$ cat config.mk
export PLATFORM = sky130hd
export DESIGN_NAME = string_literal_unescape
export DESIGN_NICKNAME = d
export VERILOG_FILES = /design/src/hw/rtl/slu_pkg.sv /design/src/hw/rtl/slu_front.sv /design/src/hw/rtl/slu_fifo.sv /design/src/hw/rtl/slu_back.sv /design/src/hw/rtl/string_literal_unescape.sv
export VERILOG_INCLUDE_DIRS = /design/src /design/src/hw/rtl
export SDC_FILE = /design/constraint.sdc
export NUM_CORES = 1
export LEC_CHECK = 0
export BUFFER_PORTS_ARGS = -buffer_cell sky130_fd_sc_hd__clkbuf_2
export CAP_MARGIN = 15
export CORE_MARGIN = 1
export CORE_UTILIZATION = 50
export CTS_BUF_LIST = sky130_fd_sc_hd__clkbuf_16
export DETAILED_ROUTE_END_ITERATION = 10
export PLACE_DENSITY = 0.85
export SLEW_MARGIN = 20
export SYNTH_ARGS = -nofsm -noshare
export SYNTH_HDL_FRONTEND = slang
export SYNTH_HIERARCHICAL = 1
export SYNTH_SLANG_ARGS = --single-unit
$ cat constraint.sdc
create_clock -name i_clk -period 6.2 [get_ports i_clk]
set_input_delay 1.24 -clock i_clk [delete_from_list [all_inputs] [get_ports i_clk]]
set_output_delay 1.24 -clock i_clk [all_outputs]
set_load 0.005 [all_outputs]
$ cat src/hw/rtl/string_literal_unescape_assert.svh
// ----------------------------------------------------------------------------
// String literal unescape: assertion macros
// Clocked property checks, compiled out for synthesis.
// ----------------------------------------------------------------------------
`ifndef STRING_LITERAL_UNESCAPE_ASSERT_SVH
`define STRING_LITERAL_UNESCAPE_ASSERT_SVH

`ifndef SYNTHESIS

// check a property at every clock edge outside reset
`define SLU_ASSERT(label, clk, rst_n, prop, msg) \
    label: assert property (@(posedge clk) disable iff (!rst_n) (prop)) \
        else $error(msg);

// check that a condition is followed by a consequence in the same cycle
`define SLU_ASSERT_IMPLY(label, clk, rst_n, ante, cons, msg) \
    label: assert property (@(posedge clk) disable iff (!rst_n) (ante) |-> (cons)) \
        else $error(msg);

// check that a condition is followed by a consequence in the next cycle
`define SLU_ASSERT_NEXT(label, clk, rst_n, ante, cons, msg) \
    label: assert property (@(posedge clk) disable iff (!rst_n) (ante) |=> (cons)) \
        else $error(msg);

`else

`define SLU_ASSERT(label, clk, rst_n, prop, msg)
`define SLU_ASSERT_IMPLY(label, clk, rst_n, ante, cons, msg)
`define SLU_ASSERT_NEXT(label, clk, rst_n, ante, cons, msg)

`endif

`endif

$ cat src/hw/rtl/slu_pkg.sv
// ----------------------------------------------------------------------------
// String literal unescape: shared package
// Item types, status and mode codes, register map and the escape table.
// ----------------------------------------------------------------------------
package slu_pkg;

    localparam int PADDR_W = 2;
    localparam int PDATA_W = 32;
    localparam int TAB_W   = 4;
    localparam int QDEPTH  = 2;

    localparam logic [PADDR_W-1:0] ADDR_TAB_SPACES = 2'd0;
    localparam logic [TAB_W-1:0]   TAB_RESET       = 4'd4;
    localparam logic [TAB_W-1:0]   TAB_MAX         = 4'd8;

    localparam logic [7:0] CH_QUOTE  = 8'h22;
    localparam logic [7:0] CH_BSLASH = 8'h5C;
    localparam logic [7:0] CH_LBRACE = 8'h7B;
    localparam logic [7:0] CH_RBRACE = 8'h7D;
    localparam logic [7:0] CH_ZERO   = 8'h30;
    localparam logic [7:0] CH_LOWT   = 8'h74;
    localparam logic [7:0] CH_SPACE  = 8'h20;
    localparam logic [7:0] CH_NUL    = 8'h00;

    typedef enum logic [2:0] {
        ST_BYTE     = 3'd0,
        ST_DONE     = 3'd1,
        ST_NOOPEN   = 3'd2,
        ST_BADCLOSE = 3'd3,
        ST_BADESC   = 3'd4,
        ST_BARE     = 3'd5
    } t_status;

    typedef enum logic [2:0] {
        M_WAIT = 3'd0,
        M_BODY = 3'd1,
        M_ESC  = 3'd2,
        M_SKIP = 3'd3,
        M_DROP = 3'd4
    } t_mode;

    typedef struct packed {
        logic [7:0] in_byte;
        logic       first_byte;
        logic       last_byte;
    } t_in_item;

    typedef struct packed {
        logic [7:0] out_byte;
        t_status    status;
        logic       run_end;
    } t_out_item;

    // one queued command: count identical result words
    typedef struct packed {
        logic [7:0]       value;
        t_status          status;
        logic [TAB_W-1:0] count;
    } t_cmd;

    typedef struct packed {
        logic       hit;
        logic [7:0] value;
    } t_esc;

    // fixed single-byte escapes; \t and \0 are handled by the caller
    function automatic t_esc f_escape(input logic [7:0] b);
        t_esc e;
        e.hit = 1'b1;
        case (b)
            8'h6E:     e.value = 8'd10;   // n
            8'h54:     e.value = 8'd9;    // T
            8'h61:     e.value = 8'd7;    // a
            8'h73:     e.value = 8'd32;   // s
            CH_BSLASH: e.value = 8'd92;
            8'h27:     e.value = 8'd39;   // '
            8'h62:     e.value = 8'd8;    // b
            CH_QUOTE:  e.value = 8'd34;
            CH_LBRACE: e.value = 8'd123;
            CH_RBRACE: e.value = 8'd125;
            default: begin
                e.hit   = 1'b0;
                e.value = CH_NUL;
            end
        endcase
        return e;
    endfunction

endpackage

$ cat src/hw/rtl/slu_front.sv
// ----------------------------------------------------------------------------
// String literal unescape: front end
// Tracks the literal mode and turns each input byte into a result command.
// ----------------------------------------------------------------------------
module slu_front (
    input  logic                      i_clk,
    input  logic                      i_rst_n,
    input  logic                      i_valid,
    input  slu_pkg::t_in_item         i_data,
    input  logic                      i_full,
    input  logic [slu_pkg::TAB_W-1:0] i_tab_spaces,
    output logic                      o_push,
    output slu_pkg::t_cmd             o_cmd
);
    import slu_pkg::*;

    t_mode            r_mode;
    t_mode            n_mode;
    t_cmd             cmd;
    t_esc             esc;
    logic             accept;
    logic [7:0]       b;
    logic [TAB_W-1:0] tab_n;

    assign accept = i_valid && !i_full;
    assign b      = i_data.in_byte;
    assign esc    = f_escape(b);
    assign tab_n  = (i_tab_spaces > TAB_MAX) ? TAB_MAX : i_tab_spaces;

    always_ff @(posedge i_clk) begin
        if (!i_rst_n) begin
            r_mode <= M_WAIT;
        end else if (accept) begin
            r_mode <= n_mode;
        end
    end

    always_comb begin
        n_mode       = r_mode;
        cmd.value    = CH_NUL;
        cmd.status   = ST_BYTE;
        cmd.count    = '0;
        if (i_data.first_byte) begin
            if (b != CH_QUOTE) begin
                cmd.status = ST_NOOPEN;
                cmd.count  = TAB_W'(1);
                n_mode     = i_data.last_byte ? M_WAIT : M_DROP;
            end else if (i_data.last_byte) begin
                // a lone quote never closes
                cmd.status = ST_BADCLOSE;
                cmd.count  = TAB_W'(1);
                n_mode     = M_WAIT;
            end else begin
                n_mode = M_BODY;
            end
        end else begin
            unique case (r_mode)
                M_BODY: begin
                    if (i_data.last_byte) begin
                        cmd.status = (b == CH_QUOTE) ? ST_DONE : ST_BADCLOSE;
                        cmd.count  = TAB_W'(1);
                        n_mode     = M_WAIT;
                    end else if (b == CH_BSLASH) begin
                        n_mode = M_ESC;
                    end else if (b == CH_QUOTE || b == CH_LBRACE || b == CH_RBRACE) begin
                        cmd.status = ST_BARE;
                        cmd.count  = TAB_W'(1);
                        n_mode     = M_DROP;
                    end else begin
                        cmd.value = b;
                        cmd.count = TAB_W'(1);
                    end
                end
                M_ESC: begin
                    if (i_data.last_byte) begin
                        // escape still open at the closing quote
                        cmd.status = ST_BADCLOSE;
                        cmd.count  = TAB_W'(1);
                        n_mode     = M_WAIT;
                    end else if (b == CH_ZERO) begin
                        cmd.count = TAB_W'(1);
                        n_mode    = M_SKIP;
                    end else if (b == CH_LOWT) begin
                        cmd.value = CH_SPACE;
                        cmd.count = tab_n;
                        n_mode    = M_BODY;
                    end else if (esc.hit) begin
                        cmd.value = esc.value;
                        cmd.count = TAB_W'(1);
                        n_mode    = M_BODY;
                    end else begin
                        cmd.status = ST_BADESC;
                        cmd.count  = TAB_W'(1);
                        n_mode     = M_DROP;
                    end
                end
                M_SKIP: begin
                    if (i_data.last_byte) begin
                        cmd.status = (b == CH_QUOTE) ? ST_DONE : ST_BADCLOSE;
                        cmd.count  = TAB_W'(1);
                        n_mode     = M_WAIT;
                    end
                end
                M_DROP: begin
                    if (i_data.last_byte) begin
                        n_mode = M_WAIT;
                    end
                end
                M_WAIT: begin
                    n_mode = M_WAIT;
                end
                default: begin
                    n_mode = M_WAIT;
                end
            endcase
        end
    end

    // a zero-length command (ignored byte, empty tab run) is not queued
    assign o_push = accept && (cmd.count != '0);
    assign o_cmd  = cmd;

endmodule

$ cat src/hw/rtl/slu_fifo.sv
// ----------------------------------------------------------------------------
// String literal unescape: command queue
// Short register queue between the front end and the result stage.
// ----------------------------------------------------------------------------
`include "string_literal_unescape_assert.svh"

module slu_fifo (
    input  logic          i_clk,
    input  logic          i_rst_n,
    input  logic          i_push,
    input  slu_pkg::t_cmd i_cmd,
    input  logic          i_pop,
    output logic          o_full,
    output logic          o_valid,
    output slu_pkg::t_cmd o_cmd
);
    import slu_pkg::*;

    localparam int PTR_W = (QDEPTH > 1) ? $clog2(QDEPTH) : 1;
    localparam int CNT_W = $clog2(QDEPTH + 1);

    t_cmd             r_mem [QDEPTH];
    logic [PTR_W-1:0] r_wptr;
    logic [PTR_W-1:0] r_rptr;
    logic [CNT_W-1:0] r_count;

    function automatic logic [PTR_W-1:0] f_inc(input logic [PTR_W-1:0] p);
        logic [PTR_W-1:0] q;
        q = (p == PTR_W'(QDEPTH - 1)) ? '0 : p + PTR_W'(1);
        return q;
    endfunction

    assign o_full  = (r_count == CNT_W'(QDEPTH));
    assign o_valid = (r_count != '0);
    assign o_cmd   = r_mem[r_rptr];

    always_ff @(posedge i_clk) begin
        if (i_push) begin
            r_mem[r_wptr] <= i_cmd;
        end
    end

    always_ff @(posedge i_clk) begin
        if (!i_rst_n) begin
            r_wptr  <= '0;
            r_rptr  <= '0;
            r_count <= '0;
        end else begin
            if (i_push) begin
                r_wptr <= f_inc(r_wptr);
            end
            if (i_pop) begin
                r_rptr <= f_inc(r_rptr);
            end
            if (i_push && !i_pop) begin
                r_count <= r_count + CNT_W'(1);
            end else if (i_pop && !i_push) begin
                r_count <= r_count - CNT_W'(1);
            end
        end
    end

    `SLU_ASSERT_IMPLY(a_no_overflow, i_clk, i_rst_n, i_push, !o_full, "push into full queue")
    `SLU_ASSERT_IMPLY(a_no_underflow, i_clk, i_rst_n, i_pop, o_valid, "pop from empty queue")
    `SLU_ASSERT_IMPLY(a_no_empty_cmd, i_clk, i_rst_n, o_valid, o_cmd.count != '0, "empty command queued")

endmodule

$ cat src/hw/rtl/slu_back.sv
// ----------------------------------------------------------------------------
// String literal unescape: result stage
// Expands queued commands into result words behind an output register.
// ----------------------------------------------------------------------------
`include "string_literal_unescape_assert.svh"

module slu_back (
    input  logic              i_clk,
    input  logic              i_rst_n,
    input  logic              i_head_valid,
    input  slu_pkg::t_cmd     i_head,
    output logic              o_pop,
    output logic              o_valid,
    output slu_pkg::t_out_item o_data,
    input  logic              i_stall
);
    import slu_pkg::*;

    logic [TAB_W-1:0] r_sent;
    logic             r_valid;
    t_out_item        r_data;
    logic             take;
    logic             last_word;

    assign take      = i_head_valid && (!r_valid || !i_stall);
    assign last_word = (r_sent + TAB_W'(1)) == i_head.count;
    assign o_pop     = take && last_word;
    assign o_valid   = r_valid;
    assign o_data    = r_data;

    always_ff @(posedge i_clk) begin
        if (!i_rst_n) begin
            r_valid <= 1'b0;
            r_sent  <= '0;
        end else begin
            if (take) begin
                r_valid <= 1'b1;
                r_sent  <= last_word ? '0 : r_sent + TAB_W'(1);
            end else if (!i_stall) begin
                r_valid <= 1'b0;
            end
        end
    end

    always_ff @(posedge i_clk) begin
        if (take) begin
            r_data.out_byte <= i_head.value;
            r_data.status   <= i_head.status;
            r_data.run_end  <= last_word;
        end
    end

    `SLU_ASSERT_IMPLY(a_sent_in_range, i_clk, i_rst_n, i_head_valid, r_sent < i_head.count, "run counter past command length")
    `SLU_ASSERT_NEXT(a_run_continues, i_clk, i_rst_n, r_valid && !i_stall && !r_data.run_end, r_valid, "gap inside a result run")
    `SLU_ASSERT_IMPLY(a_idle_counter, i_clk, i_rst_n, !i_head_valid, r_sent == '0, "run counter busy with no command")

endmodule

$ cat src/hw/rtl/string_literal_unescape.sv
// ----------------------------------------------------------------------------
// String literal unescape
// Decodes the bytes of one quoted literal into result words.
// ----------------------------------------------------------------------------
// One input byte is taken per cycle while the command queue is not full. Each
// byte gives at most one result word, except \t, which gives tab_spaces words
// (capped at 8) one after another; the words come from a two-entry queue of
// commands that the result stage drains one word a cycle while the output is
// not stalled, so a tab run stalls input only once that queue fills. A result
// word passes the queue register, then the output register, before it is shown.
// tab_spaces sits at byte address 0 of the APB port, reset value 4; the user must
// write it only while the block is idle, which the block itself does not enforce.
module string_literal_unescape (
    input  logic                        i_clk,
    input  logic                        i_rst_n,
    input  logic                        i_in_valid,
    input  slu_pkg::t_in_item           i_in_data,
    output logic                        o_in_stall,
    output logic                        o_out_valid,
    output slu_pkg::t_out_item          o_out_data,
    input  logic                        i_out_stall,
    input  logic                        psel,
    input  logic                        penable,
    input  logic                        pwrite,
    input  logic [slu_pkg::PADDR_W-1:0] paddr,
    input  logic [slu_pkg::PDATA_W-1:0] pwdata,
    output logic [slu_pkg::PDATA_W-1:0] prdata,
    output logic                        pready
);
    import slu_pkg::*;

    logic [TAB_W-1:0] r_tab_spaces;
    logic             full;
    logic             push;
    t_cmd             push_cmd;
    logic             head_valid;
    t_cmd             head_cmd;
    logic             pop;

    assign pready = 1'b1;

    always_ff @(posedge i_clk) begin
        if (!i_rst_n) begin
            r_tab_spaces <= TAB_RESET;
        end else if (psel && penable && pwrite && pready && paddr == ADDR_TAB_SPACES) begin
            r_tab_spaces <= pwdata[TAB_W-1:0];
        end
    end

    assign prdata = (paddr == ADDR_TAB_SPACES) ? PDATA_W'(r_tab_spaces) : '0;

    assign o_in_stall = full;

    slu_front u_front (
        .i_clk        (i_clk),
        .i_rst_n      (i_rst_n),
        .i_valid      (i_in_valid),
        .i_data       (i_in_data),
        .i_full       (full),
        .i_tab_spaces (r_tab_spaces),
        .o_push       (push),
        .o_cmd        (push_cmd)
    );

    slu_fifo u_fifo (
        .i_clk   (i_clk),
        .i_rst_n (i_rst_n),
        .i_push  (push),
        .i_cmd   (push_cmd),
        .i_pop   (pop),
        .o_full  (full),
        .o_valid (head_valid),
        .o_cmd   (head_cmd)
    );

    slu_back u_back (
        .i_clk        (i_clk),
        .i_rst_n      (i_rst_n),
        .i_head_valid (head_valid),
        .i_head       (head_cmd),
        .o_pop        (pop),
        .o_valid      (o_out_valid),
        .o_data       (o_out_data),
        .i_stall      (i_out_stall)
    );

endmodule

Yosys cells after proc, flatten, opt, wreduce, memory -nomap -nowiden
Memories as Yosys holds them, arrays and structs flattened. A register that Yosys moved wholly into a read port is not among the register bits.
Cells that the tools add are included.
W data, S select, Z words.
{"block": "word_totals", "regBits": 28, "latch_bits": 0, "ram_bits": 30, "rom_bits": 0, "in_bits": 51, "out_inout_bits": 47, "wordCells": 113, "mem_count": 1}
{"name": "u_fifo.r_mem", "words": 2, "width": 15, "rd": 1, "rd_ports_with_merged_regs": 1, "wr": 1, "line_no": "slu_fifo.sv:22", "source": "t_cmd r_mem [QDEPTH];"}
{"block": "op_classes", "addsub": 5, "multipliers": 0, "n_div": 0, "order_cmp": 1, "n_eq_ne": 22, "n_shift": 0, "muxes": 50, "bitwise_logic": 0, "n_reduce_logical": 24}
{"operator": "$eq A8 B7 Y1 const B", "n": 9}
{"operator": "$pmux W7 S10", "n": 1}
{"operator": "$mux W3", "n": 14}
{"operator": "$mux W7", "n": 6}
{"operator": "$mux W8", "n": 5}
{"operator": "$eq A8 B6 Y1 const B", "n": 3}
{"operator": "$pmux W7 S3", "n": 1}
{"operator": "$mux W4", "n": 5}
{"operator": "$pmux W8 S2", "n": 1}
{"operator": "$mux W15", "n": 1}
{"operator": "$mux W11", "n": 1}
{"operator": "$mux W1", "n": 10}
{"operator": "$reduce_or A10 Y1", "n": 1}
{"operator": "$logic_and A1 B1 Y1", "n": 9}
{"operator": "$pmux W3 S3", "n": 1}
{"operator": "$ne A8 B6 Y1 const B", "n": 1}
{"operator": "$eq A3 B2 Y1 const B", "n": 2}
{"operator": "$mux W2", "n": 3}
{"operator": "$mux W6", "n": 1}
{"operator": "$logic_not A1 Y1", "n": 5}
{"operator": "$ne A5 B3 Y1 const B", "n": 1}
{"operator": "$add A4 B1 Y4 const B", "n": 1}
{"operator": "$eq A4 B4 Y1", "n": 1}
{"operator": "$gt A4 B4 Y1 const B", "n": 1}
{"operator": "other kinds (14)", "n": 18}

Depth between registers and ports, before layout
Gate-level depths: netlist (run 1).
{"block": "logic_depth", "depth_word": 15, "ltp_mapped": 11, "mapped_depth_nobuf": 10}

Modules after synthesis
The synthesis (run 1) kept the hierarchy.
{"mod": "slu_fifo", "instances": 1, "cells_per_inst": 69, "area_per_inst_um2": 1303.8, "seq_area_each_um2": 1001.0}
{"mod": "slu_front", "instances": 1, "cells_per_inst": 141, "area_per_inst_um2": 930.9, "seq_area_each_um2": 60.1}
{"mod": "slu_back", "instances": 1, "cells_per_inst": 42, "area_per_inst_um2": 661.9, "seq_area_each_um2": 460.4}
{"mod": "string_literal_unescape", "instances": 1, "cells_per_inst": 55, "area_per_inst_um2": 440.4, "seq_area_each_um2": 80.1}

Worst setup path before layout (run 1)
OpenSTA, ideal clock, no wires.
{"block": "synth_timing", "path_kind": "input to register", "from": "input port i_in_data[0] (netlist name)", "to": "memory u_fifo/r_mem[0][0] (netlist name), enable pin", "setup_time_ns": 0.390, "t_arrival_ns": 3.086, "required_time_ns": 5.810, "slack_ns": 2.725, "path_stages": 8, "n_path_buf": 1, "cell_sequence": "clkbuf_1 -> nor2_1 -> and2_1 -> nand2_1 -> nor2_1 -> o31ai_1 -> a21oi_1 -> nor2b_1"}
{"block": "synth_between", "elab_chain_cells": 7, "elab_cells_between_ends": 11, "classes_between": "mux (9); reduce/logical (2)"}
{"item": "start: declaration", "line_no": "string_literal_unescape.sv:17", "source": "input slu_pkg::t_in_item i_in_data,"}
{"item": "$mux W7 (tied with other cells)", "line_no": "slu_front.sv:98", "source": "if (i_data.last_byte) begin"}
{"item": "$pmux W7 S3 / $mux W7 (equally long branches)", "line_no": "slu_front.sv:57, slu_front.sv:44"}
{"item": "$mux W7 *", "line_no": "slu_front.sv:43", "source": "if (i_data.first_byte) begin"}
{"item": "$reduce_bool A4 Y1 *", "line_no": "slu_front.sv:120", "source": "assign o_push = accept && (cmd.count != '0);"}
{"item": "$logic_and A1 B1 Y1 *", "line_no": "slu_front.sv:120"}
{"item": "named net push", "line_no": "string_literal_unescape.sv:34", "source": "logic push;"}
{"item": "$mux W1 *", "line_no": "slu_fifo.sv:38", "source": "if (i_push) begin"}
{"item": "$mux W1 (not written as such) *", "line_no": "slu_fifo.sv:39", "source": "r_mem[r_wptr] <= i_cmd;"}
{"item": "end: declaration", "line_no": "slu_fifo.sv:22"}
The timed path passes the listed nets; every way through them passes the cells marked *.

Worst setup path after layout (run 1)
{"block": "layout_timing", "from": "input port i_in_data[2] (netlist name)", "to": "register u_fifo.r_count[1]"}
{"block": "layout_between", "elab_chain_cells": 11, "elab_cells_between_ends": 19, "classes_between": "eq/ne (4); mux (9); reduce/logical (6)"}
{"item": "$eq A8 B7 Y1", "line_no": "slu_front.sv:83", "source": "end else if (b == CH_LOWT) begin"}
{"item": "$mux W4", "line_no": "slu_front.sv:83"}
{"item": "$mux W4", "line_no": "slu_front.sv:80", "source": "end else if (b == CH_ZERO) begin"}
{"item": "$mux W7", "line_no": "slu_front.sv:75", "source": "if (i_data.last_byte) begin"}
{"item": "$pmux W7 S3", "line_no": "slu_front.sv:57", "source": "unique case (r_mode)"}
{"item": "$mux W7 *", "line_no": "slu_front.sv:43"}
{"item": "$reduce_bool A4 Y1 *", "line_no": "slu_front.sv:120"}
{"item": "$logic_and A1 B1 Y1 *", "line_no": "slu_front.sv:120"}
{"item": "named net push", "line_no": "string_literal_unescape.sv:34"}
{"item": "$logic_not A1 Y1", "line_no": "slu_fifo.sv:57", "source": "end else if (i_pop && !i_push) begin"}
{"item": "$logic_and A1 B1 Y1", "line_no": "slu_fifo.sv:57"}
{"item": "$reduce_bool A2 Y1 (no source line)"}
{"item": "end signal: assignment", "line_no": "slu_fifo.sv:56", "source": "r_count <= r_count + CNT_W'(1);"}
{"item": "end signal: assignment", "line_no": "slu_fifo.sv:58", "source": "r_count <= r_count - CNT_W'(1);"}
{"item": "end: declaration", "line_no": "slu_fifo.sv:25", "source": "logic [CNT_W-1:0] r_count;"}
Marks and branches as above.
A chain may end at the register's enable or synchronous reset.

==> qor.yml, run 1 <==
status: "complete, no violations"
rsz0062_at_grt: "false"
numCtsBuffers: 9
drc: 0
floorplan.io_pins: 98
grt_first_pass_wirelength_mm: 9.94
hold_buffers: 0
rrSetupSlack_ps: 3270
global_route.usage.met2: 0.310
clkSinkCount: 59
synth_flop_cell: "edfxtp_1"
ant_nets: 0
areaGrowthSynthToFinish_pct: 12.0
cp.arrival_ps: 3610
setup_viol: 0
leakage_nw: 1.43
cpPeakStageDelay_ps: 350
die_h_um: 83.7
diodes: 0
cts_root_buf: "clkbuf_16"
routed_via_density: 5.41
clock.fmax_ghz: 0.297
synth.top_cell.area_share: 0.378
avgSynthCellArea_um2: 10.9
fin_skew_ps: 7.58
gp_congestion: 0.839
first_pass_iters: 4
grt_util_all_layers: 0.182
drv_cap: 0
first_global_vias: 2157
yosysWarnings: 6
grt_max_degree: 21
postCtsSetupRepairBufs: 0
r2r_end: "u_fifo/r_count[1]"
max_slew_margin: 0.381
cp-end-kind: "flip-flop"
dpl.cell_count: 412
hold_viol: 0
startpoint_type: "input pin"
coreArea_um2: 6390
crit_chain: "clkbuf_2 > nor2_1 > nand3_1 > o31ai_1 > a21oi_1 > nor2b_1 > a21oi_1 > ha_1 > or3_1 > a21boi_1"
hp-class: "flip-flop to flip-flop"
portBuffers: 40
chipWidth_um: 83.7
synth_top_area_cell: "edfxtp_1"
synthTopCellsByArea: "edfxtp_1, dfxtp_1, buf_4"
num-nets-final: 399
grt-busiest-layer: "met2"
overflow: 0
grt.met1_usage: 0.221
antenna_found_initial: 0
fin_setup_tns_ps: 0
clk_latency_ps: 320
die-area_um2: 7000
startpoint: "i_in_data[2]"
period_minus_slack_ps: 3360
wl_per_cell_um: 14.1
worst_pin_slew_ps: 924
fillers: 514
ys_seq_area_frac: 0.480
cts_resized: 0
slew_violations: 0
power_density_nw_per_um2: 292
cp_common_cell: "a21oi_1"
rows: 29
cts_tree: "built"
synthDistinctLibCells: 63
path_clk_slew_ps: 50
initial_core_util: 0.523
reg2reg_depth: 8
drtIter0Drc: 130
final_cells: 427
async_flop_share: 0
met3_usage: 0.0307
hpwl_mm: 4.21
fin_crit_sh: 0.542
cp-endpoint: "u_fifo/r_count[1]"
h-tree-depth: 3
wirelength_mm: 6.02
worstPathMaxFanout: 16
crit_required_ps: 6450
via_count: 2308
clk_path_buf_depth: 2
drive_above_1_share: 0.246
synth_cells: 307
ir_worst_vdd_v: 0.000237
netlist_area_um2: 3340
synth_edf_count: 42
worstSetupPathType: "input pin to flip-flop"
slowest_stage: "ha_1"
total_power_mw: 1.09
ys_ff_latch: 59
-- power by group --
group | switching (mW) | internal, mW | leakage [nW] | total, mW
logic | 0.0873 | 0.0701 | 0.741 | 0.157
clock network | 0.148 | 0.300 | 0.143 | 0.448
registers | 0.0209 | 0.465 | 0.549 | 0.486
-- worst min-delay path by stage --
stage                          from               to  slack [ps]  depth (start not counted)
CTS                 r_tab_spaces[0]  r_tab_spaces[0]         480                          2
global placement    r_tab_spaces[0]  r_tab_spaces[0]         460                          2
detailed placement  r_tab_spaces[0]  r_tab_spaces[0]         470                          2
floorplan           r_tab_spaces[0]  r_tab_spaces[0]         440                          2
finish              r_tab_spaces[0]  r_tab_spaces[0]         480                          2
global route        r_tab_spaces[0]  r_tab_spaces[0]         490                          2
-- cells in the mapped netlist (all sizes together) (6+ instances only) --
cell and instances:
nor2b 8, nand2b 7, a21oi 13, nor2 13, dfxtp 17, xnor2 7, nand2 24, o21ai 12
nand3 7, nor3b 8, inv 6, edfxtp 42, mux2 15, xor2 7, and2 13, buf 35
-- layout by cell type (no fill, tap or decap), types with 9 or more instances in the layout --
| cell type | n |
|---|---|
| clkbuf_2 | 40 |
| a21oi_1 | 13 |
| o21ai_0 | 10 |
| dfxtp_1 | 17 |
| and2_1 | 12 |
| nand2_1 | 24 |
| clkbuf_16 | 9 |
| mux2_2 | 15 |
| nor2_1 | 12 |
| conb_1 | 29 |
| edfxtp_1 | 42 |
-- registers in the layout (all words and copies together) (netlist names), named ones only --
signal / cells
r_tab_spaces: 4
u_back/o_data: 12
u_back/o_valid: 1
u_back/r_sent: 4
u_fifo/r_count: 2
u_fifo/r_mem: 30
u_fifo/r_rptr: 1
u_fifo/r_wptr: 1
u_front/r_mode: 3
-- per-layer routing --
metal | vias to the layer above | routed length, um
met1 | 1080 | 2610
met2 | 79 | 2980
met3 | 9 | 316
met4 | 0 | 105
met5 | - | 0
li1 | 1140 | -
-- critical path: cells and delay by family --
family / cells / cell delay (ps)
AO/OA/AOI/OAI: 4 / 680
buffers and inverters: 1 / 230
adder cells (fa/ha/maj): 1 / 350
AND/OR/NAND/NOR: 4 / 1110
-- per-stage QoR --
stage	hold WS, ps	util	worst slack, ps	area [um2]
final	476	0.585	2840	3740
after floorplan	439	-	2720	3440
after global routing	492	0.585	2640	3740
after global placement	459	0.542	2560	3460
after CTS	477	0.585	2830	3740
after detailed placement	470	0.542	2500	3460
-- final cells by class --
class	instances	area (um2)	share of cell area
tap	77	96.3	0.0258
timing repair buffer	41	208	0.0556
clock buffer	9	225	0.0603
inverter	6	22.5	0.00603
multi-input combinational	229	1530	0.410
clock inverter	6	50.0	0.0134
sequential	59	1600	0.429
-- cells by family after synthesis --
kind of cell | count (synthesis) | share of synthesized area
and+or+nand+nor | 113 | 0.211
muxes | 19 | 0.0626
buffers and inverters | 46 | 0.0911
xor gates and xnor gates | 14 | 0.0367
AOI/OAI and AO/OA | 52 | 0.109
other | 2 | 0.00225
adders and majority gates | 2 | 0.00750
DFF | 59 | 0.480
Note: power is estimated with default switching activity, not from simulation.
==> run 2, diff against run 1 <==
==> constraint.sdc (replaced) <==
create_clock -name i_clk -period 3.35 [get_ports i_clk]
set_input_delay 0.67 -clock i_clk [delete_from_list [all_inputs] [get_ports i_clk]]
set_output_delay 0.67 -clock i_clk [all_outputs]
set_load 0.005 [all_outputs]
==> run 2 against run 1 <==
Sequential power rose by 84%. Total power is 86% higher. Clock-buffer cell count did not move. Via count increased by 0.39%. Final cell count is 1.4% higher. Final area rose by 1.2%. Core utilization increased by 0.72 points. Global-route usage decreased by 0.21 points.
==> qor.yml, run 2 (synthesized netlist as in run 1, its figures left out) <==
status: "complete, no violations"  # unchanged
cp-end-kind: "flip-flop"  # unchanged
drc: 0  # unchanged
hold_buffers: 0  # unchanged
cp_top_family: "simple AND/OR/NAND/NOR gates"  # unchanged
min_to: "r_tab_spaces[0]"  # unchanged
largest-register: "u_fifo/r_mem"  # unchanged
h-tree-depth: 3  # unchanged
routed_via_density: 5.35  # was 5.41
worst_pin_slew_ps: 707  # was 924 ps
slowest_stage: "nor4b_4"  # was ha_1
chipWidth_um: 83.7  # unchanged
wl_per_cell_um: 14.0  # was 14.1 um
mostFrequentLayoutCell: "edfxtp_1"  # unchanged
crit_chain: "buf_4 > mux2_2 > xor2_1 > xnor2_1 > nor4b_4 > inv_1 > ha_1 > or3_1 > a21boi_1"  # was clkbuf_2 > nor2_1 > nand3_1 > o31ai_1 > a21oi_1 > nor2b_1 > a21oi_1 > ha_1 > or3_1 > a21boi_1
clk_path_buf_depth: 2  # unchanged
hp-class: "flip-flop to flip-flop"  # unchanged
overflow: 0  # unchanged
rrSetupSlack_ps: 660  # was 3270 ps
initial_core_util: 0.523  # unchanged
ir_worst_vdd_v: 0.000407  # was 0.000237 V
startpoint_type: "flip-flop"  # was input pin
ant_nets: 0  # unchanged
drtIter0Drc: 78  # was 130
first_global_vias: 2183  # was 2157
worstHoldPathCells: 2  # unchanged
drv_cap: 0  # unchanged
min_from: "r_tab_spaces[0]"  # unchanged
fin_skew_ps: 5.96  # was 7.58 ps
clk_latency_ps: 310  # was 320 ps
total_power_mw: 2.03  # was 1.09 mW
fillers: 520  # was 514
clock.fmax_ghz: 0.372
hold_viol: 0  # unchanged
setup_viol: 0  # unchanged
die_h_um: 83.7  # unchanged
coreArea_um2: 6390  # unchanged
r2r_end: "u_fifo/r_count[1]"  # unchanged
rows: 29  # unchanged
via_count: 2317  # was 2308
drive_above_1_share: 0.261  # was 0.246
first_pass_iters: 4  # unchanged
grt_first_pass_wirelength_mm: 9.93  # was 9.94 mm
power_density_nw_per_um2: 536  # was 292 nW/um2
numCtsBuffers: 9  # unchanged
crit_required_ps: 3590  # was 6450 ps
floorplan.io_pins: 98  # unchanged
path_buf_inv: 2  # was 1
areaGrowthSynthToFinish_pct: 13.3  # was 12.0%
largest_register_ffs: 30  # unchanged
gp_congestion: 0.861  # was 0.839
fin_setup_tns_ps: 0  # unchanged
antenna_found_initial: 0  # unchanged
period_minus_slack_ps: 2690
rsz0062_at_grt: "false"  # unchanged
fin_crit_sh: 0.803
reg2reg_depth: 9  # was 8
path_clk_slew_ps: 50  # about the same
wirelength_mm: 6.05  # was 6.02 mm
num-nets-final: 405  # was 399
cts_root_buf: "clkbuf_16"  # unchanged
portBuffers: 40  # unchanged
cts_resized: 0  # unchanged
clkSinkCount: 59  # unchanged
slew_violations: 0  # unchanged
hpwl_mm: 4.39  # was 4.21 mm
postCtsSetupRepairBufs: 0  # unchanged
die-area_um2: 7000  # unchanged
cpPeakStageDelay_ps: 470  # was 350 ps
layout_common_cells: "edfxtp_1, clkbuf_2, conb_1"  # unchanged
diodes: 0  # unchanged
grt_util_all_layers: 0.180  # was 0.182
max_slew_margin: 0.523  # was 0.381
worstPathMaxFanout: 15  # was 16
worstSetupPathType: "flip-flop to flip-flop"  # was input pin to flip-flop
leakage_nw: 1.47  # was 1.43 nW
grt_max_degree: 21  # unchanged
cts_tree: "built"  # unchanged
cp.arrival_ps: 2930  # was 3610 ps
run 2: changes by cell type in the layout (fill, tap and decap cells not counted):
cell | previous run | this run
buf_4 | 1 | 7
clkinv_1 | 2 | 0
clkinv_2 | 1 | 2
inv_1 | 8 | 9
run 2: through the flow:
stage | instance area (um2) | setup slack (ps) | util | instances | hold slack, ps
finish | 3780 | 660 | 0.592 | 433 | 474
global route | 3780 | 504 | 0.592 | 433 | 504
CTS | 3780 | 650 | 0.592 | 433 | 478
detailed placement | 3510 | 342 | 0.549 | 418 | 473
global placement | 3510 | 388 | 0.549 | 418 | 458
floorplan | 3440 | 445 | - | 334 | 439
run 2: final cells by class:
class,instances,area [um2],area share
sequential,59,1600,0.423
multi-input combinational,229,1530,0.405
timing repair buffer,47,253,0.0668
clock buffer,9,225,0.0595
tap,77,96.3,0.0255
clock inverter,6,51.3,0.0136
inverter,6,22.5,0.00595
run 2: worst max path at each step:
| stage | startpoint | endpoint | slack, ps | depth (start not counted) |
|---|---|---|---|---|
| global route | i_in_data[4] | u_fifo/r_count[1] | 500 | 10 |
| global placement | i_in_data[2] | u_fifo/r_count[1] | 390 | 8 |
| finish | flip-flop | u_fifo/r_count[1] | 660 | 9 |
| floorplan | i_in_data[0] | u_fifo/r_mem[0][0] | 440 | 8 |
| CTS | flip-flop | u_fifo/r_count[1] | 650 | 9 |
| detailed placement | i_in_data[2] | u_fifo/r_count[1] | 340 | 8 |
run 2: power breakdown:
part	switching, mW	internal, mW
Sequential	0.0328	0.860
Combinational	0.168	0.138
Clock	0.271	0.557
Total	0.472	1.56
run 2: per-layer routing:
metal	track usage	vias to the layer above	wire length (um)
met4	0.0770	0	19
met3	0.0376	2	255
met2	0.302	67	3100
met5	0	-	0
li1	-	1153	-
met1	0.223	1095	2670
run 2: tightest hold or removal path: cells and delay by family (launching register included):
family	cells	cell delay [ps]
AND/OR/NAND/NOR	1	50
flip-flops	1	310
multiplexers	1	50
